$ cat src/rtl/grd_pkg.sv
// Shared types and constants for the grid ray caster.
package grd_pkg;

  localparam int MAP_SIDE_DEF  = 64;
  localparam int TEX_COLS_DEF  = 64;
  localparam int MAX_STEPS_DEF = 128;

  localparam logic [23:0] PERP_MAX = 24'hFFFFFF;

  localparam logic MODE_WRITE = 1'b0;
  localparam logic MODE_CAST  = 1'b1;

  // One item as it travels from the front part to the back part.
  typedef struct packed {
    logic        mode;
    logic [5:0]  cell_x;
    logic [5:0]  cell_y;
    logic [7:0]  tile_value;
    logic        door_present;
    logic        door_opens_up;
    logic [8:0]  door_progress;
    logic [7:0]  door_texture;
    logic [21:0] start_x;
    logic [21:0] start_y;
    logic [16:0] dir_x;
    logic [16:0] dir_y;
  } grd_item_t;

  typedef struct packed {
    logic [5:0]  hit_x;
    logic [5:0]  hit_y;
    logic        side;
    logic [23:0] perp_dist;
    logic [15:0] wall_frac;
    logic [5:0]  tex_column;
    logic [7:0]  hit_tile;
    logic [7:0]  texture_index;
    logic        is_door;
    logic        hit_opens_up;
    logic [8:0]  hit_progress;
    logic        escaped;
  } grd_res_t;

endpackage

$ cat src/rtl/grd_fifo.sv
// Two-entry queue between the front part and the ray engine.
module grd_fifo (
  input  logic               clk,
  input  logic               rst_n,
  input  logic               wr_valid,
  output logic               wr_ready,
  input  grd_pkg::grd_item_t wr_data,
  output logic               rd_valid,
  input  logic               rd_ready,
  output grd_pkg::grd_item_t rd_data
);
  import grd_pkg::*;

  grd_item_t  mem_r [2];
  logic       wp_r, rp_r;
  logic [1:0] cnt_r;

  assign wr_ready = (cnt_r != 2'd2);
  assign rd_valid = (cnt_r != 2'd0);
  assign rd_data  = mem_r[rp_r];

  always_ff @(posedge clk) begin
    if (wr_valid && wr_ready) begin
      mem_r[wp_r] <= wr_data;
    end
  end

  always_ff @(posedge clk) begin
    if (!rst_n) begin
      wp_r  <= 1'b0;
      rp_r  <= 1'b0;
      cnt_r <= 2'd0;
    end else begin
      if (wr_valid && wr_ready) wp_r <= ~wp_r;
      if (rd_valid && rd_ready) rp_r <= ~rp_r;
      cnt_r <= cnt_r + {1'b0, wr_valid && wr_ready} - {1'b0, rd_valid && rd_ready};
    end
  end
endmodule

$ cat config.mk
export PLATFORM = sky130hd
export DESIGN_NAME = grd_fifo
export DESIGN_NICKNAME = d
export VERILOG_FILES = /design/src/rtl/grd_pkg.sv /design/src/rtl/grd_fifo.sv
export SDC_FILE = /design/constraint.sdc
export NUM_CORES = 1
export LEC_CHECK = 0
export ABC_AREA = 1
export BUFFER_PORTS_ARGS = -buffer_cell sky130_fd_sc_hd__buf_2
export CORE_AREA = 3 3 139 141
export CTS_BUF_LIST = sky130_fd_sc_hd__clkbuf_2 sky130_fd_sc_hd__clkbuf_4 sky130_fd_sc_hd__clkbuf_8
export DETAILED_ROUTE_END_ITERATION = 16
export DIE_AREA = 0 0 142 144
export GPL_TIMING_DRIVEN = 0
export PLACE_DENSITY = 0.81
export SLEW_MARGIN = 20
export SYNTH_ARGS = -nofsm -noshare
export SYNTH_HDL_FRONTEND = slang
export SYNTH_SLANG_ARGS = --single-unit
$ cat constraint.sdc
create_clock -name clk -period 6.3 [get_ports clk]
set_input_delay 1.26 -clock clk [delete_from_list [all_inputs] [get_ports clk]]
set_output_delay 1.26 -clock clk [all_outputs]
set_load 0.02 [all_outputs]
* After elaboration in Yosys (flattened, before gate mapping)
Memory sizes are Yosys's and may differ from the RTL's. A register that Yosys moved wholly into a read port is not among the register bits.
Index checks and enable logic that the tools add are counted.
** Word-level totals
- Register bits after elaboration :: 4
- Bits in writable memories :: 236
- Bits of input ports :: 122
- Output and inout port bits :: 120
- Word-level logic and storage cells :: 16
- Memories :: 1
** Memories
- mem_r :: depth 2, bits a word 118, rd ports 1, clocked after memory_dff 1, wr ports 1, RTL line grd_fifo.sv:14 : grd_item_t mem_r [2];
** Cells by class
- $add $sub $neg :: 2
- Eq/ne operators :: 1
- Muxes and demuxes :: 4
- Bitwise logic cells :: 2
- Reductions and logical operators :: 3
** Operators with widths (number)
- two-way mux 1 bit :: 4
- adder 2 x 1 -> 2 bit :: 1
- logical AND 1 bit :: 2
- inequality test 2 bit, second input constant :: 1
- NOT 1 bit :: 2
- nonzero test 2 bit :: 1
- subtractor 2 x 1 -> 2 bit :: 1

* Depth between registers and ports, before layout
Gate-level depths: netlist of the first run.
- Word-level depth :: 4
- Mapped depth :: 11
- Mapped depth without buffers :: 11

* Worst setup path before layout of the first run
OpenSTA, ideal clock, no wires.
- Path kind :: input to register
- Start :: in wr_valid
- End :: mem mem_r[0][0] in the netlist's numbering, enable pin
- Setup time :: 0.596 ns
- Arrival :: 6.243 ns
- Data required time :: 5.704 ns
- Setup slack :: -0.540 ns
- Cell stages on the path :: 2
- Buffers on the path :: 0
- Path through :: nand2_1 -> nor2_1
** On the way
- Longest elaborated chain between the ends :: 3
** RTL lines
- start, declared :: RTL line grd_fifo.sv:5 : input logic wr_valid,
- logical AND 1 bit :: RTL line grd_fifo.sv:23 : if (wr_valid && wr_ready) begin
- two-way mux 1 bit :: RTL line grd_fifo.sv:23
- two-way mux 1 bit (implied by the code) :: RTL line grd_fifo.sv:24 : mem_r[wp_r] <= wr_data;
- end, declared :: RTL line grd_fifo.sv:14
Every way passes these cells.

==> reports/qor.yml, run 1 <==
cp.required_ns: 5.04
holdCritPathClass: "reg -> reg"
grt_use_total_pct: 16.2
pwr-share-clk_pct: 27.1
hpwl_mm: 11.9
dieArea_um2: 20400
syn_area_um2: 8820
synth.avg_cell_area_um2: 21.9
finish.utilization_pct: 62.0
clockBufferDepth: 3
first_iter_violations: 131
swShare_pct: 29.4
cts_tree: "built"
path_class: "reg -> out"
postCtsSetupBuffers: 0
cp-start-kind: "register"
min_period_over_period_pct: 49.1
clkSlewWorstSetupHoldPaths_ns: 0.06
worstSkewPairLatency_ns: 0.51
syn_inst: 403
hold_depth: 2
rows: 49
yosysUniqueCellTypes: 12
grt_max_degree: 81
cts_hold_buf: 0
peakVddDrop_uv: 262
intPower_w: 0.00323
drcViolationCount: 0
ant_nets: 0
worstRegToRegCells: 7
firstDrtPassIters: 4
syn-num-nets: 527
critPathMaxFanout: 10
power_density_nw_per_um2: 408
area_growth_pct: 27.1
dp_slack_ns: 3.36
cp.arrival_ns: 1.84
layout_commonest_cell: "buf_2"
numCtsBuffers: 39
die_w_um: 142
num_vias: 4696
setup_viol: 0
coreArea_um2: 18100
clock-root-buffer: "clkbuf_8"
p_sw_w: 0.00134
htreeDepth: 2
finalCriticalPeriod_ns: 3.10
grt_pass1_wl_mm: 25.7
die_h_um: 144
io-pin-count: 242
wl_mm: 17.1
instances_no_fill: 946
fin_tns_setup_ns: 0
layout-drive-gt1-share_pct: 61.9
setup_ws_ns: 3.20
pwr-share-comb_pct: 27.4
grt_pass1_vias: 5139
clock-sinks: 241
outcome: "complete, no violations"
finalWeightedCongestion: 0.779
slew_headroom_pct: 63.0
most-common-layout-cells: "250 x buf_2, 236 x edfxtp_1, 98 x mux2_2"
max_freq_mhz: 323
grt-ovfl-total: 0
start_util_pct: 48.8
maxSlewViolCount: 0
fin_nets: 815
leakagePower_nw: 4.33
pwr-share-seq_pct: 45.4
io_buffers: 241
wl_per_cell_um: 18.1
cts.repair.resized: 0
dp.cells: 879
ys.warnings.count: 0
cp-end-kind: "output pin"
fin_skew_ns: 0.00736
whs_ns: 0.563
drv_cap: 0
ys_seq_elements: 241
worstMarginPinSlew_ns: 0.553
hold_start: "wp_r"
routed_via_density: 4.96
timing_hold_violations_final: 0
reg2reg_from: "cnt_r[0]"
rsz0062_at_grt: "no"
yosysSeqAreaShare_pct: 81.5
grt_antenna_before_repair: 1
synthesized netlist by cell type, drive strengths merged:
cell	count	area (µm²)
a21oi	2	10.0
mux2	118	1400
buf	13	90.1
nand2	9	33.8
dfxtp	5	100
inv	7	26.3
edfxtp	236	7090
ha	2	25.0
nand3	3	15.0
nor2	8	30.0
final cells by class:
type,instances,area [µm²]
clock buffers,57,684
inverters,7,31.3
fillers,1282,6870
flip-flops and latches,241,7190
multi-input cells,142,1530
clock inverters,9,41.3
plain buffers,13,90.1
diodes,1,2.50
well taps,229,287
repair buffers,247,1360
per-layer routing:
layer / track usage, % / wire length [µm] / up-vias
met1: 17.8 / 6250 / 2248
met4: 6.31 / 459 / 2
li1: - / - / 2174
met5: 0 / 13 / -
met2: 28.2 / 8650 / 226
met3: 6.61 / 1710 / 46
metrics by stage:
stage               instance area (µm²)  total power, W
floorplan                          8820         0.00295
global placement                  10300         0.00332
detailed placement                10500         0.00339
CTS                               11200         0.00465
global route                      11200         0.00481
finish                            11200         0.00458
power groups by stage:
| stage | Combinational, W | Clock, W | Sequential (W) |
|---|---|---|---|
| 3_3_place_gp | 0.00118 | 0 | 0.00214 |
| 4_1_cts | 0.00128 | 0.00129 | 0.00208 |
| 5_1_grt | 0.00135 | 0.00136 | 0.00210 |
| 6_report | 0.00126 | 0.00124 | 0.00208 |
| 3_5_place_dp | 0.00127 | 0 | 0.00211 |
| 2_1_floorplan | 0.000828 | 0 | 0.00212 |
registers in the layout, summed over array words and instances, names as in the netlist, named ones only:
register  flops
mem_r       236
cnt_r         2
rp_r          1
wp_r          1
final timing paths:
kind / to / slack (ns)
worst max-delay path: rd_data[116] / 3.20
worst min-delay path: wp_r / 0.56
worst min register to register: wp_r / 0.56
worst max register to register: mem_r[0][21] / 4.18
worst max-delay path, stage by stage (launching register included):
cell     delay [ns]
dfxtp_1        0.32
buf_6          0.15
buf_6          0.17
buf_6          0.19
mux2_4         0.31
buf_2          0.16
kinds of logic (layout without fill, tap and decap cells):
logic type / Yosys count / after routing / synth area share, %
flip-flops: 241 / 241 / 81.5
AND/OR/NAND/NOR: 20 / 20 / 0.894
adder cells (fa/ha/maj): 2 / 2 / 0.284
buffers and inverters: 20 / 333 / 1.32
multiplexers: 118 / 118 / 15.9
AO/OA/AOI/OAI: 2 / 2 / 0.113
other: 0 / 1 / 0
(Power assumes the default switching activity.)
==> run 2: changes to the inputs <==
clock period = 2.8 ns   (was 6.3 ns; I/O delays follow)
==> run 2 against run 1 <==
Via count fell by 0.47%. Flip-flop and latch count stayed put. Final cell count rose by 0.53%. Global-route usage shrank 0.17 points. First-iteration DRC count is 26% higher. Clock skew up 0.010 ns. Total power rose by 130%. Cell area grew 1.1%. Register-to-register slack got worse by 3.4 ns. Critical path type unchanged. Largest cell class unchanged. Largest power group unchanged.
==> reports/qor.yml, run 2 (synthesis results as in run 1) <==
grt_pass1_vias: 4986
clock-root-buffer: "clkbuf_8"
outcome: "complete, no violations"
path_class: "reg -> out"
dieArea_um2: 20400
cts_tree: "built"
grt-ovfl-total: 0
finalCriticalPeriod_ns: 2.39
slowest_delay_ns: 0.32
postCtsSetupBuffers: 0
cp-start-kind: "register"
critPathSlowestCell: "dfxtp_1"
grt_antenna_before_repair: 1
fin_nets: 818
rows: 49
power_density_nw_per_um2: 926
firstDrtPassIters: 4
cts_hold_buf: 0
most-common-layout-cells: "250 x buf_2, 236 x edfxtp_1, 98 x mux2_2"
num_vias: 4674
numCtsBuffers: 39
htreeDepth: 2
clock-sinks: 241
instances_no_fill: 951
peakVddDrop_uv: 569
start_util_pct: 48.8
hpwl_mm: 12.1
slew_headroom_pct: 61.2
wl_mm: 17.0
path_cells: "buf_6 > buf_6 > buf_6 > mux2_4 > buf_2"
routed_via_density: 4.91
timing_hold_violations_final: 0
clkSlewWorstSetupHoldPaths_ns: 0.06
drv_cap: 0
final_area_um2: 11300
multi_input_area_um2: 1550
io-pin-count: 242
io_buffers: 241
max_freq_mhz: 418
fillerInstances: 1284
grt_max_degree: 36
worstSkewPairLatency_ns: 0.51
crit_path_frequent_cell: "buf_6"
grt_use_total_pct: 16.0
rsz0062_at_grt: "no"
layout-drive-gt1-share_pct: 61.7
dp_slack_ns: 0.592
finalWeightedCongestion: 0.707
layout_commonest_cell: "buf_2"
cp-end-kind: "output pin"
die_w_um: 142
cts.repair.resized: 0
worstMarginPinSlew_ns: 0.581
drcViolationCount: 0
ant_nets: 0
finish.utilization_pct: 62.7
setup_ws_ns: 0.410
clockBufferDepth: 3
min_period_over_period_pct: 85.4
top_register: "mem_r"
maxSlewViolCount: 0
setup_viol: 0
worst-path-buf-inv: 4
first_iter_violations: 165
critPathMaxFanout: 10
largestRegisters: "mem_r x236, cnt_r x2"
largest_register_ffs: 236
die_h_um: 144
dp.cells: 882
regArea_um2: 7190
holdCritPathClass: "in -> reg"
coreArea_um2: 18100
wl_per_cell_um: 17.9
cp_top_family: "buffers and inverters"
leakagePower_nw: 4.37
whs_ns: 0.237
postPlaceCellArea_um2: 10600
fin_skew_ns: 0.0175
cp.required_ns: 2.24
area_growth_pct: 28.5
grt_pass1_wl_mm: 25.5
cp.arrival_ns: 1.83
==> run 2: changes by cell type in the layout (fill, tap and decap cells not counted), moves of 2 or more <==
cell / previous run / this run
bufinv_16: 0 / 2
nand2_1: 9 / 7
clkbuf_4: 16 / 13
clkinv_1: 3 / 9
buf_12: 1 / 4
nand2_4: 0 / 2
clkinv_2: 6 / 3
==> run 2: path summary, 6_finish.rpt <==
check | start | end | slack (ns) | cells past startpoint
max reg2reg | cnt_r[0] | mem_r[1][102] | 0.79 | 7
max | register | rd_data[113] | 0.41 | 5
min | wr_data[53] | mem_r[0][53] | 0.24 | 1
min reg2reg | rp_r | rp_r | 0.52 | 2
==> run 2: cell type report <==
type                    instances  share of cell area [%]
inverters                       7                   0.265
clock buffers                  54                    5.84
diodes                          1                  0.0221
multi-input cells             142                    13.6
clock inverters                14                   0.960
flip-flops and latches        241                    63.4
repair buffers                250                    12.6
plain buffers                  13                   0.795
well taps                     229                    2.53
==> run 2: layer usage <==
layer,vias up,global-route usage [%],share of wire (%)
li1,2184,-,-
met1,2281,17.4,36
met2,177,28.9,54
met3,30,5.92,8.3
met4,2,5.76,1.9
met5,-,0,0.041
==> run 2: power by group <==
group	switching, W	internal (W)	leakage, nW
logic	0.00168	0.00119	1.71
clock network	0.00125	0.00170	0.409
registers	0.000122	0.00456	2.25
total	0.00305	0.00745	4.37
==> run 2: per-stage QoR <==
stage | total power, W | setup TNS (ns)
2_1_floorplan | 0.00663 | 0
3_3_place_gp | 0.00745 | -214.80
3_5_place_dp | 0.00766 | 0
4_1_cts | 0.0107 | 0
5_1_grt | 0.0110 | 0
6_report | 0.0105 | 0
==> run 3: changes to the inputs <==
BUFFER_PORTS_ARGS = -buffer_cell sky130_fd_sc_hd__buf_4   (was -buffer_cell sky130_fd_sc_hd__buf_2)
==> run 3 against run 2 <==
Total power is 5.3% higher. Sequential share of layout area is 3.5 points lower. Final cell count is 0.11% higher. Clock power is 6% higher. Clock-buffer cell count is 5 lower. Non-clock buffer count stayed put. Flip-flop and latch count stayed put. Sequential power hardly changed. Largest cell class unchanged. Highest routed layer is now met4.
==> reports/qor.yml, run 3 (synthesis results as in run 1) <==
outcome: "complete, no violations"
fin_nets: 818
wl_per_cell_um: 18.7
dieArea_um2: 20400
finalWeightedCongestion: 0.714
hold_depth: 1
drv_cap: 0
setup_viol: 0
coreArea_um2: 18100
grt-ovfl-total: 0
layout_commonest_cell: "buf_4"
fin_skew_ns: 0.0191
io_buffers: 241
maxSlewViolCount: 0
worst-path-buf-inv: 4
clockBufferDepth: 3
area_growth_pct: 35.9
numCtsBuffers: 39
critPathSlowestCell: "dfxtp_1"
path_cells: "buf_6 > buf_6 > buf_6 > mux2_4 > buf_4"
min_period_over_period_pct: 84.9
cp_top_family: "buffers and inverters"
peakVddDrop_uv: 667
die_h_um: 144
clock-root-buffer: "clkbuf_8"
fin_tns_setup_ns: 0
ant_nets: 0
slew_headroom_pct: 68.9
top_register: "mem_r"
worstSkewPairLatency_ns: 0.51
power_density_nw_per_um2: 923
grt_pass1_wl_mm: 26.8
leakagePower_nw: 4.60
cts_hold_buf: 0
drcViolationCount: 0
postCtsSetupBuffers: 0
cp.required_ns: 2.24
routed_via_density: 4.96
largest_register_ffs: 236
grt_antenna_before_repair: 0
layout-drive-gt1-share_pct: 61.5
cp.arrival_ns: 1.82
cts_tree: "built"
largestRegisters: "mem_r x236, cnt_r x2"
wl_mm: 17.8
num_antenna_cells: 0
grt_max_degree: 36
finish.utilization_pct: 66.3
cts.repair.resized: 0
critPathMaxFanout: 10
slowest_delay_ns: 0.32
worstRegToRegCells: 7
htreeDepth: 2
cp-end-kind: "output pin"
finalCriticalPeriod_ns: 2.38
power.total_w: 0.0111
fillerInstances: 1210
timing_hold_violations_final: 0
hpwl_mm: 12.6
num_vias: 4725
start_util_pct: 48.8
max_freq_mhz: 421
clkSlewWorstSetupHoldPaths_ns: 0.06
io-pin-count: 242
grt_pass1_vias: 5269
most-common-layout-cells: "241 x buf_4, 236 x edfxtp_1, 98 x mux2_2"
first_iter_violations: 183
holdCritPathClass: "in -> reg"
die_w_um: 142
rows: 49
firstDrtPassIters: 6
clock-sinks: 241
cp-start-kind: "register"
worstMarginPinSlew_ns: 0.465
crit_cells: 5
grt_use_total_pct: 16.9
crit_path_frequent_cell: "buf_6"
rsz0062_at_grt: "no"
path_class: "reg -> out"
run 3: changes by cell type in the layout (fill, tap and decap cells not counted), sizes merged:
| cell | change |
|---|---|
| clkbuf | -5 |
| clkinv | +4 |
| bufinv | +2 |
| clkinvlp | +1 |
| diode | -1 |
run 3: area by class of cell:
| class | instances | area, µm² | share of cell area (%) |
|---|---|---|---|
| clock inverter | 21 | 194 | 1.62 |
| buffer | 13 | 90.1 | 0.751 |
| inverter | 7 | 30.0 | 0.250 |
| tap | 229 | 287 | 2.39 |
| multi-input combinational | 142 | 1550 | 12.9 |
| clock buffer | 49 | 624 | 5.21 |
| sequential | 241 | 7190 | 59.9 |
| timing repair buffer | 250 | 2030 | 17.0 |
run 3: worst paths after layout:
check	startpoint	endpoint	slack (ns)
min	wr_data[41]	mem_r[1][41]	0.23
max	register	rd_data[107]	0.42
max reg2reg	cnt_r[0]	mem_r[0][108]	0.79
min reg2reg	rp_r	register	0.51
run 3: where the power goes:
part | internal, W | switching, W
Combinational | 0.00152 | 0.00172
Sequential | 0.00456 | 0.000124
Clock | 0.00184 | 0.00130
Total | 0.00792 | 0.00315
run 3: per-layer routing:
metal	track usage [%]	part of all wire, %
met1	18.3	36
met5	0	0
met4	7.42	3.5
met2	30.2	52
met3	5.89	8.5
run 3: stage by stage:
stage / cell area [µm²] / hold WS [ns] / std cells / setup WS [ns]
global placement: 10900 / 0.485 / 873 / -0.928
CTS: 12000 / 0.192 / 952 / 0.354
finish: 12000 / 0.229 / 952 / 0.422
floorplan: 8850 / 0.467 / 403 / 0.0209
global route: 12000 / 0.190 / 952 / 0.322
detailed placement: 11200 / 0.505 / 882 / 0.662
